### config.mk
export PLATFORM = sky130hd
export DESIGN_NAME = utf16_to_utf8_bounded_encoder_unit
export DESIGN_NICKNAME = d
export VERILOG_FILES = /design/src/hw/rtl/u16u8_pkg.sv /design/src/hw/rtl/u16u8_front.sv /design/src/hw/rtl/u16u8_queue.sv /design/src/hw/rtl/u16u8_back.sv /design/src/hw/rtl/utf16_to_utf8_bounded_encoder_unit.sv
export SDC_FILE = /design/constraint.sdc
export NUM_CORES = 1
export LEC_CHECK = 0
export ABC_CLOCK_PERIOD_IN_PS = 18680
export BUFFER_PORTS_ARGS = -buffer_cell sky130_fd_sc_hd__buf_2
export CORE_ASPECT_RATIO = 2
export CORE_UTILIZATION = 30
export CTS_CLUSTER_DIAMETER = 50
export CTS_CLUSTER_SIZE = 8
export DETAILED_ROUTE_END_ITERATION = 6
export PLACE_DENSITY = 0.47
export SYNTH_ARGS = -nofsm -noshare
export SYNTH_HDL_FRONTEND = slang
export SYNTH_SLANG_ARGS = --single-unit
### constraint.sdc
create_clock -name clk -period 18.68 [get_ports clk]
set_input_delay 0.934 -clock clk [delete_from_list [all_inputs] [get_ports clk]]
set_output_delay 0.934 -clock clk [all_outputs]
set_load 0.03 [all_outputs]
### src/hw/rtl/u16u8_pkg.sv
// shared types, constants and the code point encoder of the utf-16 to utf-8 unit
`default_nettype none
package u16u8_pkg;

    localparam int CNT_W = 17;
    localparam int UNIT_W = 16;
    localparam int CP_W = 21;
    localparam int BYTE_W = 8;
    localparam int Q_DEPTH = 2;

    localparam logic [CNT_W:0] MAX_LEN = 18'd65536;
    localparam logic [CNT_W-1:0] CAP_RESET = 17'd65536;

    localparam logic [UNIT_W-1:0] HI_SUR_FIRST = 16'hD800;
    localparam logic [UNIT_W-1:0] HI_SUR_LAST = 16'hDBFF;
    localparam logic [UNIT_W-1:0] LO_SUR_FIRST = 16'hDC00;
    localparam logic [UNIT_W-1:0] LO_SUR_LAST = 16'hDFFF;
    localparam logic [CP_W-1:0] REPL_CP = 21'h00FFFD;
    localparam logic [CP_W-1:0] SUPP_BASE = 21'h010000;
    localparam logic [CP_W-1:0] LIM_1B = 21'h000080;
    localparam logic [CP_W-1:0] LIM_2B = 21'h000800;
    localparam logic [CP_W-1:0] LIM_3B = 21'h010000;
    localparam logic [BYTE_W-1:0] LEAD_2B = 8'hC0;
    localparam logic [BYTE_W-1:0] LEAD_3B = 8'hE0;
    localparam logic [BYTE_W-1:0] LEAD_4B = 8'hF0;
    localparam logic [BYTE_W-1:0] CONT_MARK = 8'h80;
    localparam logic [5:0] CONT_MASK = 6'h3F;

    // byte count of one code point and its bytes, byte 0 goes out first
    typedef struct packed {
        logic [2:0] n;
        logic [3:0][BYTE_W-1:0] bytes;
    } enc_t;

    // one queue transaction: up to two code points and an optional summary
    typedef struct packed {
        logic [2:0] a_n;
        logic [3:0][BYTE_W-1:0] a_bytes;
        logic [CNT_W-1:0] a_rc;
        logic [2:0] b_n;
        logic [3:0][BYTE_W-1:0] b_bytes;
        logic [CNT_W-1:0] b_rc;
        logic [CNT_W-1:0] s_rc;
        logic [CNT_W-1:0] wc_base;
        logic summ;
    } q_entry_t;

    typedef enum logic [1:0] {
        PH_A,
        PH_B,
        PH_S
    } phase_t;

    function automatic enc_t encode_cp(input logic [CP_W-1:0] cp);
        enc_t e;
        e = '0;
        if (cp < LIM_1B) begin
            e.n = 3'd1;
            e.bytes[0] = cp[7:0];
        end
        else if (cp < LIM_2B) begin
            e.n = 3'd2;
            e.bytes[0] = LEAD_2B | {3'd0, cp[10:6]};
            e.bytes[1] = CONT_MARK | {2'd0, cp[5:0] & CONT_MASK};
        end
        else if (cp < LIM_3B) begin
            e.n = 3'd3;
            e.bytes[0] = LEAD_3B | {4'd0, cp[15:12]};
            e.bytes[1] = CONT_MARK | {2'd0, cp[11:6]};
            e.bytes[2] = CONT_MARK | {2'd0, cp[5:0]};
        end
        else begin
            e.n = 3'd4;
            e.bytes[0] = LEAD_4B | {5'd0, cp[20:18]};
            e.bytes[1] = CONT_MARK | {2'd0, cp[17:12]};
            e.bytes[2] = CONT_MARK | {2'd0, cp[11:6]};
            e.bytes[3] = CONT_MARK | {2'd0, cp[5:0]};
        end
        return e;
    endfunction

    // unit count add that sticks at the maximum string length
    function automatic logic [CNT_W-1:0] sat_add(input logic [CNT_W-1:0] c,
                                                 input logic [1:0] adv);
        logic [CNT_W:0] s;
        s = {1'b0, c} + {{(CNT_W-1){1'b0}}, adv};
        if (s > MAX_LEN) begin
            s = MAX_LEN;
        end
        return s[CNT_W-1:0];
    endfunction

endpackage
`default_nettype wire

### src/hw/rtl/u16u8_front.sv
// front end: takes code units, pairs surrogates, checks capacity, queues work
`default_nettype none
module u16u8_front (
    input  wire logic                          clk,
    input  wire logic                          rst_n,
    input  wire logic                          cfg_we,
    input  wire logic [u16u8_pkg::CNT_W-1:0]   cfg_cap,
    input  wire logic                          accept,
    input  wire logic [u16u8_pkg::UNIT_W-1:0]  code_unit,
    input  wire logic                          last_unit,
    input  wire logic                          q_full,
    output logic                               push,
    output u16u8_pkg::q_entry_t                push_entry
);

    logic [u16u8_pkg::CNT_W-1:0] cap_reg;
    logic [u16u8_pkg::UNIT_W-1:0] held_reg;
    logic held_valid_reg, held_valid_next;
    logic stopped_reg, stopped_next;
    logic [u16u8_pkg::CNT_W-1:0] rc_reg, rc_next;
    logic [u16u8_pkg::CNT_W-1:0] wc_reg, wc_next;

    logic u_low, u_high, tk_hold;
    logic [u16u8_pkg::CP_W-1:0] tk_cp, a_cp, pair_cp;
    logic [1:0] a_adv;
    logic a_want, b_want, hold_set, a_fit, b_fit, a_emit, b_emit;
    u16u8_pkg::enc_t a_enc, b_enc;
    logic [u16u8_pkg::CNT_W-1:0] rc_a, rc_b, wc_a, wc_b, rc_fin, wc_fin;

    always_comb begin
        u_low = (code_unit >= u16u8_pkg::LO_SUR_FIRST) && (code_unit <= u16u8_pkg::LO_SUR_LAST);
        u_high = (code_unit >= u16u8_pkg::HI_SUR_FIRST) && (code_unit <= u16u8_pkg::HI_SUR_LAST);
        tk_hold = u_high && !last_unit;
        tk_cp = (u_low || u_high) ? u16u8_pkg::REPL_CP : {5'd0, code_unit};
        pair_cp = u16u8_pkg::SUPP_BASE + {1'b0, held_reg[9:0], code_unit[9:0]};

        a_want = 1'b0;
        a_cp = tk_cp;
        a_adv = 2'd1;
        b_want = 1'b0;
        hold_set = 1'b0;
        if (!stopped_reg) begin
            if (held_valid_reg) begin
                if (u_low) begin
                    a_want = 1'b1;
                    a_cp = pair_cp;
                    a_adv = 2'd2;
                end
                else begin
                    // replacement for the held unit; new unit sent or held
                    a_want = 1'b1;
                    a_cp = u16u8_pkg::REPL_CP;
                    b_want = !tk_hold;
                    hold_set = tk_hold;
                end
            end
            else begin
                a_want = !tk_hold;
                hold_set = tk_hold;
            end
        end

        a_enc = u16u8_pkg::encode_cp(a_cp);
        b_enc = u16u8_pkg::encode_cp(tk_cp);
        a_fit = ({1'b0, wc_reg} + {15'd0, a_enc.n}) <= {1'b0, cap_reg};
        a_emit = a_want && a_fit;
        wc_a = wc_reg + {14'd0, a_enc.n};
        rc_a = u16u8_pkg::sat_add(rc_reg, a_adv);
        b_fit = ({1'b0, wc_a} + {15'd0, b_enc.n}) <= {1'b0, cap_reg};
        b_emit = b_want && a_emit && b_fit;
        wc_b = wc_a + {14'd0, b_enc.n};
        rc_b = u16u8_pkg::sat_add(rc_a, 2'd1);

        rc_fin = b_emit ? rc_b : (a_emit ? rc_a : rc_reg);
        wc_fin = b_emit ? wc_b : (a_emit ? wc_a : wc_reg);

        held_valid_next = hold_set && (!held_valid_reg || a_fit);
        stopped_next = stopped_reg || (a_want && !a_fit) || (b_want && a_emit && !b_fit);
        rc_next = rc_fin;
        wc_next = wc_fin;
        if (last_unit) begin
            held_valid_next = 1'b0;
            stopped_next = 1'b0;
            rc_next = '0;
            wc_next = '0;
        end

        push = accept && (a_emit || last_unit);
        push_entry.a_n = a_emit ? a_enc.n : 3'd0;
        push_entry.a_bytes = a_enc.bytes;
        push_entry.a_rc = rc_a;
        push_entry.b_n = b_emit ? b_enc.n : 3'd0;
        push_entry.b_bytes = b_enc.bytes;
        push_entry.b_rc = rc_b;
        push_entry.s_rc = rc_fin;
        push_entry.wc_base = wc_reg;
        push_entry.summ = last_unit;
    end

    always_ff @(posedge clk or negedge rst_n) begin
        if (!rst_n) begin
            cap_reg <= u16u8_pkg::CAP_RESET;
            held_valid_reg <= 1'b0;
            stopped_reg <= 1'b0;
            rc_reg <= '0;
            wc_reg <= '0;
        end
        else begin
            if (cfg_we) begin
                cap_reg <= cfg_cap;
            end
            if (accept) begin
                held_valid_reg <= held_valid_next;
                stopped_reg <= stopped_next;
                rc_reg <= rc_next;
                wc_reg <= wc_next;
            end
        end
    end

    always_ff @(posedge clk) begin
        if (accept && held_valid_next) begin
            held_reg <= code_unit;
        end
    end

    // a held high surrogate and a stopped string never coexist
    assert property (@(posedge clk) disable iff (!rst_n) !(held_valid_reg && stopped_reg))
        else $error("held surrogate while stopped");
    assert property (@(posedge clk) disable iff (!rst_n) {1'b0, rc_reg} <= u16u8_pkg::MAX_LEN)
        else $error("unit count past maximum");
    assert property (@(posedge clk) disable iff (!rst_n) push |-> !q_full)
        else $error("push into full queue");

endmodule
`default_nettype wire

### src/hw/rtl/u16u8_queue.sv
// two-entry queue between the front end and the byte serializer
`default_nettype none
module u16u8_queue (
    input  wire logic                 clk,
    input  wire logic                 rst_n,
    input  wire logic                 push,
    input  wire u16u8_pkg::q_entry_t  push_entry,
    input  wire logic                 pop,
    output logic                      full,
    output logic                      not_empty,
    output u16u8_pkg::q_entry_t       head
);

    localparam int PTR_W = (u16u8_pkg::Q_DEPTH > 1) ? $clog2(u16u8_pkg::Q_DEPTH) : 1;
    localparam int CNT_QW = $clog2(u16u8_pkg::Q_DEPTH + 1);
    localparam logic [CNT_QW-1:0] DEPTH_C = CNT_QW'(u16u8_pkg::Q_DEPTH);
    localparam logic [PTR_W-1:0] LAST_PTR = PTR_W'(u16u8_pkg::Q_DEPTH - 1);

    u16u8_pkg::q_entry_t mem_reg [u16u8_pkg::Q_DEPTH];
    logic [PTR_W-1:0] wr_ptr_reg, rd_ptr_reg;
    logic [CNT_QW-1:0] count_reg, count_next;

    always_comb begin
        full = (count_reg == DEPTH_C);
        not_empty = (count_reg != '0);
        head = mem_reg[rd_ptr_reg];
        count_next = count_reg;
        if (push && !pop) begin
            count_next = count_reg + 1'b1;
        end
        else if (pop && !push) begin
            count_next = count_reg - 1'b1;
        end
    end

    always_ff @(posedge clk or negedge rst_n) begin
        if (!rst_n) begin
            wr_ptr_reg <= '0;
            rd_ptr_reg <= '0;
            count_reg <= '0;
        end
        else begin
            count_reg <= count_next;
            if (push) begin
                wr_ptr_reg <= (wr_ptr_reg == LAST_PTR) ? '0 : wr_ptr_reg + 1'b1;
            end
            if (pop) begin
                rd_ptr_reg <= (rd_ptr_reg == LAST_PTR) ? '0 : rd_ptr_reg + 1'b1;
            end
        end
    end

    always_ff @(posedge clk) begin
        if (push) begin
            mem_reg[wr_ptr_reg] <= push_entry;
        end
    end

    assert property (@(posedge clk) disable iff (!rst_n) pop |-> not_empty)
        else $error("pop from empty queue");

endmodule
`default_nettype wire

### src/hw/rtl/u16u8_back.sv
// back end: walks a queued transaction and sends one result per cycle while out_stall is low
`default_nettype none
module u16u8_back (
    input  wire logic                          clk,
    input  wire logic                          rst_n,
    input  wire logic                          not_empty,
    input  wire u16u8_pkg::q_entry_t           head,
    output logic                               pop,
    output logic                               out_valid,
    input  wire logic                          out_stall,
    output logic [u16u8_pkg::BYTE_W-1:0]       out_byte,
    output logic                               is_byte,
    output logic [u16u8_pkg::CNT_W-1:0]        units_read,
    output logic [u16u8_pkg::CNT_W-1:0]        bytes_written,
    output logic                               end_of_run
);

    u16u8_pkg::phase_t phase_reg, phase_next, eff;
    logic [1:0] idx_reg, idx_next;
    logic out_valid_reg, load;
    logic [u16u8_pkg::BYTE_W-1:0] byte_reg, byte_next;
    logic is_byte_reg, is_byte_next;
    logic [u16u8_pkg::CNT_W-1:0] rc_out_reg, rc_out_next, wc_out_reg, wc_out_next;
    logic eor_reg, eor_next;
    logic [3:0] offset;
    logic slot_end;

    always_ff @(posedge clk or negedge rst_n) begin
        if (!rst_n) begin
            phase_reg <= u16u8_pkg::PH_A;
            idx_reg <= '0;
            out_valid_reg <= 1'b0;
        end
        else begin
            if (load) begin
                phase_reg <= phase_next;
                idx_reg <= idx_next;
                out_valid_reg <= 1'b1;
            end
            else if (!out_stall) begin
                out_valid_reg <= 1'b0;
            end
        end
    end

    always_ff @(posedge clk) begin
        if (load) begin
            byte_reg <= byte_next;
            is_byte_reg <= is_byte_next;
            rc_out_reg <= rc_out_next;
            wc_out_reg <= wc_out_next;
            eor_reg <= eor_next;
        end
    end

    always_comb begin
        load = not_empty && (!out_valid_reg || !out_stall);
        eff = phase_reg;
        if (phase_reg == u16u8_pkg::PH_A && head.a_n == 3'd0) begin
            eff = u16u8_pkg::PH_S;
        end
        phase_next = phase_reg;
        idx_next = idx_reg;
        byte_next = '0;
        is_byte_next = 1'b1;
        rc_out_next = head.s_rc;
        offset = '0;
        eor_next = 1'b0;
        slot_end = 1'b0;
        case (eff)
            u16u8_pkg::PH_A: begin
                byte_next = head.a_bytes[idx_reg];
                rc_out_next = head.a_rc;
                offset = {2'd0, idx_reg} + 4'd1;
                slot_end = ({1'b0, idx_reg} + 3'd1) == head.a_n;
                idx_next = idx_reg + 2'd1;
                if (slot_end) begin
                    idx_next = '0;
                    if (head.b_n != 3'd0) begin
                        phase_next = u16u8_pkg::PH_B;
                    end
                    else if (head.summ) begin
                        phase_next = u16u8_pkg::PH_S;
                    end
                    else begin
                        phase_next = u16u8_pkg::PH_A;
                        eor_next = 1'b1;
                    end
                end
            end
            u16u8_pkg::PH_B: begin
                byte_next = head.b_bytes[idx_reg];
                rc_out_next = head.b_rc;
                offset = {1'b0, head.a_n} + {2'd0, idx_reg} + 4'd1;
                slot_end = ({1'b0, idx_reg} + 3'd1) == head.b_n;
                idx_next = idx_reg + 2'd1;
                if (slot_end) begin
                    idx_next = '0;
                    if (head.summ) begin
                        phase_next = u16u8_pkg::PH_S;
                    end
                    else begin
                        phase_next = u16u8_pkg::PH_A;
                        eor_next = 1'b1;
                    end
                end
            end
            u16u8_pkg::PH_S: begin
                is_byte_next = 1'b0;
                offset = {1'b0, head.a_n} + {1'b0, head.b_n};
                phase_next = u16u8_pkg::PH_A;
                idx_next = '0;
                eor_next = 1'b1;
            end
            default: begin
                phase_next = u16u8_pkg::PH_A;
                idx_next = '0;
            end
        endcase
        wc_out_next = head.wc_base + {13'd0, offset};
        pop = load && eor_next;

        out_valid = out_valid_reg;
        out_byte = byte_reg;
        is_byte = is_byte_reg;
        units_read = rc_out_reg;
        bytes_written = wc_out_reg;
        end_of_run = eor_reg;
    end

    // retiring a transaction always leaves its closing result in the output register
    assert property (@(posedge clk) disable iff (!rst_n) pop |=> out_valid_reg && eor_reg)
        else $error("transaction retired without closing result");
    assert property (@(posedge clk) disable iff (!rst_n)
        load && eff == u16u8_pkg::PH_B |-> head.a_n != 3'd0)
        else $error("second code point without first");

endmodule
`default_nettype wire

### src/hw/rtl/utf16_to_utf8_bounded_encoder_unit.sv
// top level of the utf-16 to utf-8 encoder with destination capacity limit
//
//  channel        direction  handshake                      payload
//  input          in         in_valid / in_stall            code_unit, last_unit
//  result         out        out_valid / out_stall          out_byte, is_byte, units_read,
//                                                           bytes_written, end_of_run
//  capacity cfg   in         dest_capacity_valid / _ready   dest_capacity
//
// a code unit is classified and checked against the capacity in the cycle it is taken
// and what it yields lands in a two-entry queue; the serializer sends one result per
// cycle while out_stall is low: one per utf-8 byte plus one end-of-string summary
// the input stalls only while the queue is full; the result register is the only
// stage that waits on out_stall
// after reset the capacity is 65536 bytes and all string state is clear
`default_nettype none
module utf16_to_utf8_bounded_encoder_unit (
    input  wire logic                          clk,
    input  wire logic                          rst_n,
    // capacity register write
    input  wire logic                          dest_capacity_valid,
    output logic                               dest_capacity_ready,
    input  wire logic [u16u8_pkg::CNT_W-1:0]   dest_capacity,
    // code units in
    input  wire logic                          in_valid,
    output logic                               in_stall,
    input  wire logic [u16u8_pkg::UNIT_W-1:0]  code_unit,
    input  wire logic                          last_unit,
    // results out
    output logic                               out_valid,
    input  wire logic                          out_stall,
    output logic [u16u8_pkg::BYTE_W-1:0]       out_byte,
    output logic                               is_byte,
    output logic [u16u8_pkg::CNT_W-1:0]        units_read,
    output logic [u16u8_pkg::CNT_W-1:0]        bytes_written,
    output logic                               end_of_run
);

    logic q_full, q_not_empty, push, pop, accept;
    u16u8_pkg::q_entry_t push_entry, head;

    // register writes are always taken
    assign dest_capacity_ready = 1'b1;
    // a transaction is taken whenever the queue has a free slot
    assign in_stall = q_full;
    assign accept = in_valid && !q_full;

    u16u8_front u_front (
        .clk        (clk),
        .rst_n      (rst_n),
        .cfg_we     (dest_capacity_valid),
        .cfg_cap    (dest_capacity),
        .accept     (accept),
        .code_unit  (code_unit),
        .last_unit  (last_unit),
        .q_full     (q_full),
        .push       (push),
        .push_entry (push_entry)
    );

    u16u8_queue u_queue (
        .clk        (clk),
        .rst_n      (rst_n),
        .push       (push),
        .push_entry (push_entry),
        .pop        (pop),
        .full       (q_full),
        .not_empty  (q_not_empty),
        .head       (head)
    );

    u16u8_back u_back (
        .clk           (clk),
        .rst_n         (rst_n),
        .not_empty     (q_not_empty),
        .head          (head),
        .pop           (pop),
        .out_valid     (out_valid),
        .out_stall     (out_stall),
        .out_byte      (out_byte),
        .is_byte       (is_byte),
        .units_read    (units_read),
        .bytes_written (bytes_written),
        .end_of_run    (end_of_run)
    );

endmodule
`default_nettype wire

==> results of run 1 <==
stage by stage:
| stage | area, um^2 | hold slack [ns] |
|---|---|---|
| 5_1_grt | 21530 | 0.5225 |
| 3_5_place_dp | 19970 | 0.4892 |
| 3_3_place_gp | 19970 | 0.4817 |
| 2_1_floorplan | 18740 | 0.4368 |
| 4_1_cts | 21530 | 0.4839 |
| 6_report | 21530 | 0.4751 |
power groups by stage:
stage / Combinational (mW) / Sequential [mW] / Clock (mW)
finish: 1.04 / 1.26 / 0.901
detailed placement: 1.06 / 1.27 / 0
global placement: 1.06 / 1.27 / 0
CTS: 1.07 / 1.26 / 0.930
global route: 1.14 / 1.28 / 0.958
floorplan: 0.635 / 1.35 / 0
cell usage in the layout, fill, tap and decap left out, types with 12 or more instances in the layout:
master	instances
nor3_1	33
xnor2_1	58
a21oi_1	68
mux2i_1	26
nor2b_1	26
a21o_1	12
inv_1	56
nand4_1	17
and3_1	14
or3_1	14
a31oi_1	12
mux4_2	21
o211ai_1	24
clkbuf_1	39
dfrtp_1	60
edfxtp_1	304
and2_1	13
buf_2	83
a22o_1	14
clkbuf_16	54
buf_4	19
nand2_1	121
ha_1	53
a221o_1	35
o21ai_0	102
nor2_1	139
nand3_1	34
xor2_1	36
how the worst max path moves through the flow:
stage | from | end | slack (ns) | cells after the start
2_1_floorplan | code_unit[12] | u_queue.mem_reg[0][0] | 6.26 | 26
3_3_place_gp | code_unit[12] | u_queue.mem_reg[1][110] | 8.68 | 30
3_5_place_dp | code_unit[12] | u_queue.mem_reg[1][0] | 8.52 | 29
4_1_cts | u_front.stopped_reg | u_queue.mem_reg[1][35] | 8.78 | 28
5_1_grt | u_front.stopped_reg | u_queue.mem_reg[1][22] | 7.75 | 28
6_report | u_front.stopped_reg | u_queue.mem_reg[1][125] | 8.73 | 28
metal layers:
layer,routed length [um],vias up,GRT usage (%)
met3,1757,139,1.825
met2,30810,349,34.09
met1,19710,6404,17.91
met4,3097,0,9.780
li1,-,6097,-
met5,0,-,0
cell type report:
class	count	area, um^2	share of cell area (%)
clock buffer	94	1511	7.020
sequential	366	10690	49.63
timing repair buffer	102	558.0	2.592
clock inverter	6	52.55	0.2441
multi-input combinational	1063	7507	34.87
inverter	62	232.7	1.081
tap	786	983.4	4.568
cells by family (layout without fill, tap and decap cells):
| logic type | Yosys count | count (layout) | share of synthesized area [%] |
|---|---|---|---|
| AND/OR/NAND/NOR | 478 | 478 | 12.79 |
| AO/OA/AOI/OAI | 374 | 374 | 13.83 |
| flip-flops | 366 | 366 | 56.99 |
| buffers and inverters | 149 | 264 | 3.265 |
| XOR/XNOR | 94 | 94 | 4.393 |
| adder cells (fa/ha/maj) | 59 | 59 | 4.179 |
| multiplexers | 57 | 57 | 4.526 |
| other | 1 | 1 | 0.02001 |
==> results by group, run 1 <==
CTS
  – Clk buf depth: 3
  – Clock-pin slew on the worst setup and hold paths: 0.05 ns
  – CTS root buf: clkbuf_16
  – Clk_lat worst skew: 0.59 ns
  – CTS tree: yes
  – Post-CTS setup buffers: 0
  – Post-CTS sizing: 0
  – Clock sinks: 366
  – TritonCTS buffer count: 54
  – CTS HTree Levels: 2
  – Hold Buf Count CTS: 0

STA
  – Min Tclk post-route: 9.952 ns
  – Least-Margin Pin Slew: 1.206 ns
  – Clock Skew: 0.02871 ns
  – Max Transition Viols Final: 0
  – RSZ-0062 raised after global routing: false
  – Final setup violation count: 0
  – Slew HR: 18.50%
  – F_max: 0.1005 GHz
  – Setup WS post-layout: 8.728 ns
  – Tcrit/Tclk final: 53.28%
  – Final TNS setup: 0 ns
  – Hold Vio Cnt, Final: 0

Worst setup path
  – Worst-path maximum fanout: 74
  – Kind of critical path: flop to flop
  – Crit path capture type: flop
  – Arrival time of the worst setup path: 10.17 ns
  – CP max stage delay: 0.94 ns
  – Crit path top cell by count: buf_4
  – Delay-heaviest family, CP: simple AND/OR/NAND/NOR gates
  – Slowest stage cell, crit path: nor2b_1
  – Worst r2r path cells: 28
  – Critical Path Source Type: flop
  – Worst EP required: 18.90 ns
  – Worst Path Buf+Inv: 7
  – Worst r2r dst: u_queue.mem_reg[1][125]
  – R2r setup slk: 8.73 ns
  – Worst R2R Start: u_front.stopped_reg

Synthesis
  – Synth Cell Area: 18,740 um^2
  – Commonest cells in the netlist: 304 x edfxtp_1, 141 x nor2_1, 122 x nand2_1
  – Most used DFF post-synth: edfxtp_1
  – Synth cell types: 92
  – Synth top area share: 48.71%
  – Most common cell in the synthesized netlist: edfxtp_1
  – Sequential element share of the synthesized area: 56.99%
  – Synth area leader: edfxtp_1
  – Seq cells post-synth: 366
  – Post-synth ARST share: 16.94%
  – Syn nets: 1,676
  – Cells after Synth: 1,578
  – Synth warn: 0
  – Largest cells by area after synthesis: edfxtp_1 49%, dfrtp_1 8.1%, ha_1 3.5%, nor2_1 2.8%, o21ai_0 2.8%
  – Number of synthesized flops with an enable pin: 304
  – Syn_area_per_cell: 11.88 um^2

Routing
  – Wire per inst: 22.34 um
  – Vias: 12,989
  – Drt drc: 1
  – Vias/cell: 5.240
  – First-pass DRT Iterations: 7
  – Initial DRC count: 836
  – Final WL: 55,380 um
  – Post-route ant nets: 0

Cells and area
  – Layout cells sized above 1: 13.82%
  – Non-Filler Instances: 2,479
  – Layout net count: 1,747
  – Max reg flops: 250
  – ANT cells: 0
  – Synth-to-layout area growth: 14.88%
  – Post-layout util: 34.83%
  – Fillers: 6,110

Die
  – Die Area: 63,540 um^2
  – Die H: 355.5 um
  – Placement Rows: 129
  – Core area: 61,820 um^2
  – I/O pin total: 86
  – Die Span X: 178.7 um
  – Starting Density: 30.32%

Power and ir drop
  – Clock share of power: 28.2%
  – NetSw: 1.143 mW
  – Sw Ratio: 35.73%
  – Total power: 3.198 mW
  – Pwr/cell area: 148.5 nW/um^2
  – Comb pwr share: 32.6%
  – Peak VDD IR: 0.07039 mV
  – Register share of total power: 39.3%
  – Internal power: 2.055 mW
  – Lkg Pwr: 7.813 nW

Outcome
  – Failing checks: design-rule violations
  – Status: complete, but fails checks

Placement
  – Buffers on Ports: 84
  – Hpwl dp: 38,980 um
  – DP Cell Count: 2,379
  – Pre-CTS setup slack: 8.522 ns
  – Routability congestion estimate: 0.8981

GRT
  – First-pass GRT wire length: 82,990 um
  – Total gr overflow: 0
  – Antenna violations before repair: 0
  – Pin count of the biggest net entering global routing: 77
  – Total GRT Usage: 17.62%
  – Vias in the first global route: 13,536

Min path
  – Worst hold path class: input pin to async pin

Flow run
  – Max-Cap Viols: 0
Note: power is estimated with default switching activity, not from simulation.
==> run 2: changes to the inputs <==
Settings changed: ABC_CLOCK_PERIOD_IN_PS 18680 to 9960.
Clock period 18.68 ns to 9.96 ns, I/O delays scaled along.
==> run 2 against run 1 <==
Compared with the run above:
- the run now ends clean
- combinational power grew 89%
- critical path depth shrank 1
- clock skew down 0.0050 ns
- via count up 1.0%
- design area rose by 0.24%
- non-clock buffer count rose by 9
- critical path type unchanged
- critical endpoint is now u_queue.mem_reg[1][60]
==> results by group, run 2 (synthesis gave the netlist of run 1 again) <==
GRT
  – Total GRT Usage: 17.85%
  – Antenna violations before repair: 0
  – Pin count of the biggest net entering global routing: 80
  – Total gr overflow: 0
  – Vias in the first global route: 13,745
  – First-pass GRT wire length: 84,080 um

CTS
  – CTS root buf: clkbuf_16
  – Hold Buf Count CTS: 0
  – Clk buf depth: 3
  – Clock-pin slew on the worst setup and hold paths: 0.06 ns
  – CTS tree: yes
  – Clock sinks: 366
  – TritonCTS buffer count: 52
  – CTS HTree Levels: 2
  – Clk_lat worst skew: 0.58 ns
  – Post-CTS setup buffers: 0
  – Post-CTS sizing: 0

Worst setup path
  – Crit path capture type: flop
  – Kind of critical path: flop to flop
  – Worst EP required: 10.17 ns
  – Worst-path maximum fanout: 30
  – Arrival time of the worst setup path: 9.34 ns
  – Setup crit start: u_front.stopped_reg
  – Worst r2r dst: u_queue.mem_reg[1][60]
  – Worst r2r path cells: 27
  – R2r setup slk: 0.84 ns
  – Worst R2R Start: u_front.stopped_reg
  – Critical Path Source Type: flop

Cells and area
  – ANT cells: 0
  – Final Cell Area: 21,580 um^2
  – Max reg flops: 250
  – Layout cells sized above 1: 14.18%
  – Non-Filler Instances: 2,486
  – Commonest non-fill, non-tap cell in the layout: edfxtp_1
  – Synth-to-layout area growth: 15.16%
  – Most frequent cells in the layout: 304 x edfxtp_1, 138 x nor2_1, 121 x nand2_1
  – Layout net count: 1,754

STA
  – Setup WS post-layout: 0.8362 ns
  – F_max: 0.1096 GHz
  – Least-Margin Pin Slew: 1.194 ns
  – Slew HR: 20.41%
  – Tcrit/Tclk final: 91.60%
  – Final TNS setup: 0 ns
  – Clock Skew: 0.02366 ns
  – Min Tclk post-route: 9.124 ns
  – Hold Vio Cnt, Final: 0
  – RSZ-0062 raised after global routing: false
  – Max Transition Viols Final: 0
  – Final setup violation count: 0

Min path
  – Worst hold path class: input pin to async pin

Flow run
  – Max-Cap Viols: 0

Routing
  – Wire per inst: 22.47 um
  – Vias/cell: 5.279
  – Post-route ant nets: 0
  – Final WL: 55,870 um
  – First-pass DRT Iterations: 5
  – Vias: 13,124
  – Initial DRC count: 830
  – Drt drc: 0

Die
  – Starting Density: 30.32%
  – Die Span X: 178.7 um
  – Placement Rows: 129
  – Die H: 355.5 um
  – Core area: 61,820 um^2
  – I/O pin total: 86
  – Die Area: 63,540 um^2

Placement
  – Routability congestion estimate: 0.8799
  – DP Cell Count: 2,388
  – Buffers on Ports: 84
  – Pre-CTS setup slack: 0.9640 ns
  – Hpwl dp: 39,800 um
  – Post-Place Cell Area: 20,060 um^2

Outcome
  – Status: finished, final reports clean

Power and ir drop
  – Comb pwr share: 33.0%
  – Lkg Pwr: 7.847 nW
  – Peak VDD IR: 0.1390 mV
  – NetSw: 2.118 mW
  – Internal power: 3.850 mW
  – Clock share of power: 27.7%
  – Pwr/cell area: 276.5 nW/um^2
  – Sw Ratio: 35.49%
  – Register share of total power: 39.3%
  – Total power: 5.968 mW
==> run 2: cell types whose count changed in the layout (fill, tap and decap cells not counted), sizes merged <==
cell / previous run / this run
buf: 102 / 111
clkbuf: 94 / 95
clkinv: 7 / 2
inv: 61 / 63
==> run 2: how the worst max path moves through the flow <==
| stage | depth (start not counted) | end | slack (ns) |
|---|---|---|---|
| 2_1_floorplan | 28 | u_queue.mem_reg[0][0] | 0.08 |
| 3_3_place_gp | 27 | u_queue.mem_reg[1][62] | 1.01 |
| 3_5_place_dp | 27 | u_queue.mem_reg[1][54] | 0.96 |
| 4_1_cts | 27 | u_queue.mem_reg[1][34] | 0.87 |
| 5_1_grt | 27 | u_queue.mem_reg[1][52] | 0.19 |
| 6_report | 27 | u_queue.mem_reg[1][60] | 0.84 |
==> run 2: power by group through the flow <==
stage	sequential, mW	clock (mW)	combinational [mW]
after floorplan	2.52	0	1.19
after global placement	2.37	0	1.99
after detailed placement	2.38	0	2.01
after CTS	2.35	1.70	2.02
after global routing	2.39	1.75	2.16
final	2.35	1.65	1.97
==> run 2: layout make-up <==
class | count | area (um^2)
well taps | 786 | 983.4
inverters | 62 | 232.7
fillers | 6155 | 40230
flip-flops and latches | 366 | 10690
clock buffers | 95 | 1504
clock inverters | 3 | 22.52
repair buffers | 111 | 650.6
multi-input cells | 1063 | 7505
==> run 2: through the flow <==
| step | utilization (%) | hold WS, ns |
|---|---|---|
| finish | 34.91 | 0.03151 |
| global route | 34.91 | 0.09717 |
| CTS | 34.91 | 0.08025 |
| detailed placement | 32.44 | 0.4914 |
| global placement | 32.44 | 0.4831 |
| floorplan | - | 0.2024 |
==> run 2: worst max-delay path: stages (launching register included) <==
cell       delay [ns]
dfrtp_1          0.48
nor2b_1          0.49
nand4_1          0.35
o22a_1           0.32
nor4b_1          0.61
nor2b_1          0.45
and3_1           0.35
inv_1            0.15
nand2_1          0.21
fa_1             0.24
and2b_1          0.28
o211ai_1         0.53
nor3_1           0.14
xnor2_1          0.46
inv_1            0.15
ha_1             0.33
nand4_1          0.18
nor4_1           0.48
o2bb2ai_1        0.17
a31oi_1          0.07
a31o_2           0.33
nor3_2           0.17
buf_4            0.31
o21ai_1          0.10
buf_4            0.23
inv_1            0.22
and2_4           0.41
buf_4            0.46
==> run 2: metal layers <==
| layer | vias up | global-route usage, % | part of all wire (%) |
|---|---|---|---|
| li1 | 6114 | - | - |
| met1 | 6516 | 18.24 | 36 |
| met2 | 356 | 34.12 | 55 |
| met3 | 138 | 1.985 | 3.2 |
| met4 | 0 | 10.34 | 5.7 |
| met5 | - | 0 | 0 |
==> run 3: changes to the inputs <==
Settings changed: MAX_ROUTING_LAYER set to met4.
==> run 3 against run 2 <==
Compared with the run above:
- worst setup slack better by 0.015 ns
- flip-flop and latch count unchanged
- utilization about the same
- global-route usage up 0.55 points
- combinational power about the same
- sequential power about the same
- count of clock-buffer cells in the layout up 1
- die area unchanged
- critical endpoint is now u_queue.mem_reg[1][31]
- largest cell class unchanged
==> results by group, run 3 (synthesis gave the netlist of run 1 again) <==
STA
  – Slew HR: 32.44%
  – Final setup violation count: 0
  – Clock Skew: 0.02169 ns
  – Hold Vio Cnt, Final: 0
  – Final TNS setup: 0 ns
  – Max Transition Viols Final: 0
  – Tcrit/Tclk final: 91.45%
  – Least-Margin Pin Slew: 1.013 ns
  – F_max: 0.1098 GHz
  – Min Tclk post-route: 9.109 ns
  – RSZ-0062 raised after global routing: false

Placement
  – Routability congestion estimate: 0.9151
  – Buffers on Ports: 84
  – DP Cell Count: 2,388
  – Hpwl dp: 39,530 um

CTS
  – Clk_lat worst skew: 0.60 ns
  – TritonCTS buffer count: 52
  – CTS tree: yes
  – CTS HTree Levels: 2
  – Hold Buf Count CTS: 0
  – Clk buf depth: 3
  – CTS root buf: clkbuf_16
  – Post-CTS setup buffers: 0
  – Clock-pin slew on the worst setup and hold paths: 0.05 ns
  – Clock sinks: 366
  – Post-CTS sizing: 0

Routing
  – Post-route ant nets: 0
  – Initial DRC count: 816
  – Vias/cell: 5.319
  – Vias: 13,222
  – First-pass DRT Iterations: 6
  – Drt drc: 0
  – Wire per inst: 22.65 um
  – Final WL: 56,310 um

Cells and area
  – ANT cells: 0
  – Most frequent cells in the layout: 304 x edfxtp_1, 138 x nor2_1, 121 x nand2_1
  – Layout cells sized above 1: 14.24%
  – Fillers: 6,107
  – Layout net count: 1,754
  – Max reg flops: 250
  – Commonest non-fill, non-tap cell in the layout: edfxtp_1
  – Post-layout util: 34.96%
  – Non-Filler Instances: 2,486
  – Synth-to-layout area growth: 15.32%

Worst setup path
  – Slowest stage cell, crit path: nor2b_1
  – Kind of critical path: flop to flop
  – Setup crit start: u_front.held_valid_reg
  – Crit path capture type: flop
  – Worst r2r path cells: 28
  – CP max stage delay: 0.68 ns
  – R2r setup slk: 0.85 ns
  – Critical path endpoint: u_queue.mem_reg[1][31]
  – Arrival time of the worst setup path: 9.34 ns
  – Worst-path maximum fanout: 27
  – Critical Path Source Type: flop
  – Worst r2r dst: u_queue.mem_reg[1][31]
  – Worst R2R Start: u_front.held_valid_reg
  – Worst EP required: 10.19 ns

Die
  – Core area: 61,820 um^2
  – Placement Rows: 129
  – Die Span X: 178.7 um
  – I/O pin total: 86
  – Starting Density: 30.32%
  – Die Area: 63,540 um^2
  – Die H: 355.5 um

GRT
  – Vias in the first global route: 13,710
  – Antenna violations before repair: 0
  – Total gr overflow: 0
  – First-pass GRT wire length: 84,150 um
  – Total GRT Usage: 18.39%
  – Pin count of the biggest net entering global routing: 126

Power and ir drop
  – Clock share of power: 28.1%
  – Peak VDD IR: 0.1394 mV
  – Sw Ratio: 35.62%
  – Internal power: 3.878 mW
  – Pwr/cell area: 278.7 nW/um^2
  – Comb pwr share: 33.3%
  – Lkg Pwr: 7.861 nW
  – Register share of total power: 38.6%
  – NetSw: 2.145 mW

Flow run
  – Max-Cap Viols: 0

Min path
  – Worst hold path class: input pin to async pin

Outcome
  – Status: finished, final reports clean
==> run 3: cell count changes in the layout (fill, tap and decap cells not counted), sizes merged <==
cell,delta
clkbuf,+1
clkinv,-1
==> run 3: per-stage QoR <==
step	hold WS (ns)	power, mW	setup slack (ns)	cell area [um^2]
6_report	0.04577	6.023	0.8513	21610
5_1_grt	0.1145	6.342	0.2565	21610
4_1_cts	0.07466	6.113	0.8699	21610
3_5_place_dp	0.4873	4.394	0.9257	20060
3_3_place_gp	0.4821	4.372	1.013	20060
2_1_floorplan	0.2024	3.710	0.07695	18740
==> run 3: layout make-up <==
type / count / area [um^2] / area share (%)
Inverter: 62 / 232.7 / 1.077
Clock buffer: 96 / 1539 / 7.121
Tap cell: 786 / 983.4 / 4.550
Timing Repair Buffer: 111 / 650.6 / 3.010
Clock inverter: 2 / 17.52 / 0.08105
Sequential cell: 366 / 10690 / 49.44
Multi-Input combinational cell: 1063 / 7505 / 34.72
==> run 3: worst min-delay path by stage <==
stage | cells past startpoint | to | from
3_5_place_dp | 1 | u_queue.count_reg[1] | u_queue.count_reg[1]
4_1_cts | 1 | u_front.rc_reg[6] | rst_n
5_1_grt | 1 | u_front.rc_reg[16] | rst_n
3_3_place_gp | 1 | u_queue.count_reg[1] | u_queue.count_reg[1]
2_1_floorplan | 0 | u_back.idx_reg[0] | rst_n
6_report | 1 | u_front.rc_reg[13] | rst_n
==> run 3: critical path, delay by kind of cell (launching register included) <==
family | cells | cell delay, ns
AND/OR/NAND/NOR | 12 | 4.16
AO/OA/AOI/OAI | 6 | 1.57
buffers and inverters | 6 | 1.32
adder cells (fa/ha/maj) | 3 | 0.74
flip-flops | 1 | 0.51
XOR/XNOR | 1 | 0.39
==> run 3: metal layers <==
layer	wire length (um)	track usage [%]
met1	19890	17.92
met2	31240	34.43
met3	1839	1.985
met4	3336	10.54
met5	0	-
==> run 3: power groups by stage <==
stage                     Sequential (mW)  Clock [mW]  Combinational, mW
final                                2.33        1.69               2.00
after global routing                 2.37        1.79               2.18
after CTS                            2.33        1.74               2.04
after detailed placement             2.36           0               2.04
after global placement               2.35           0               2.02
after floorplan                      2.52           0               1.19
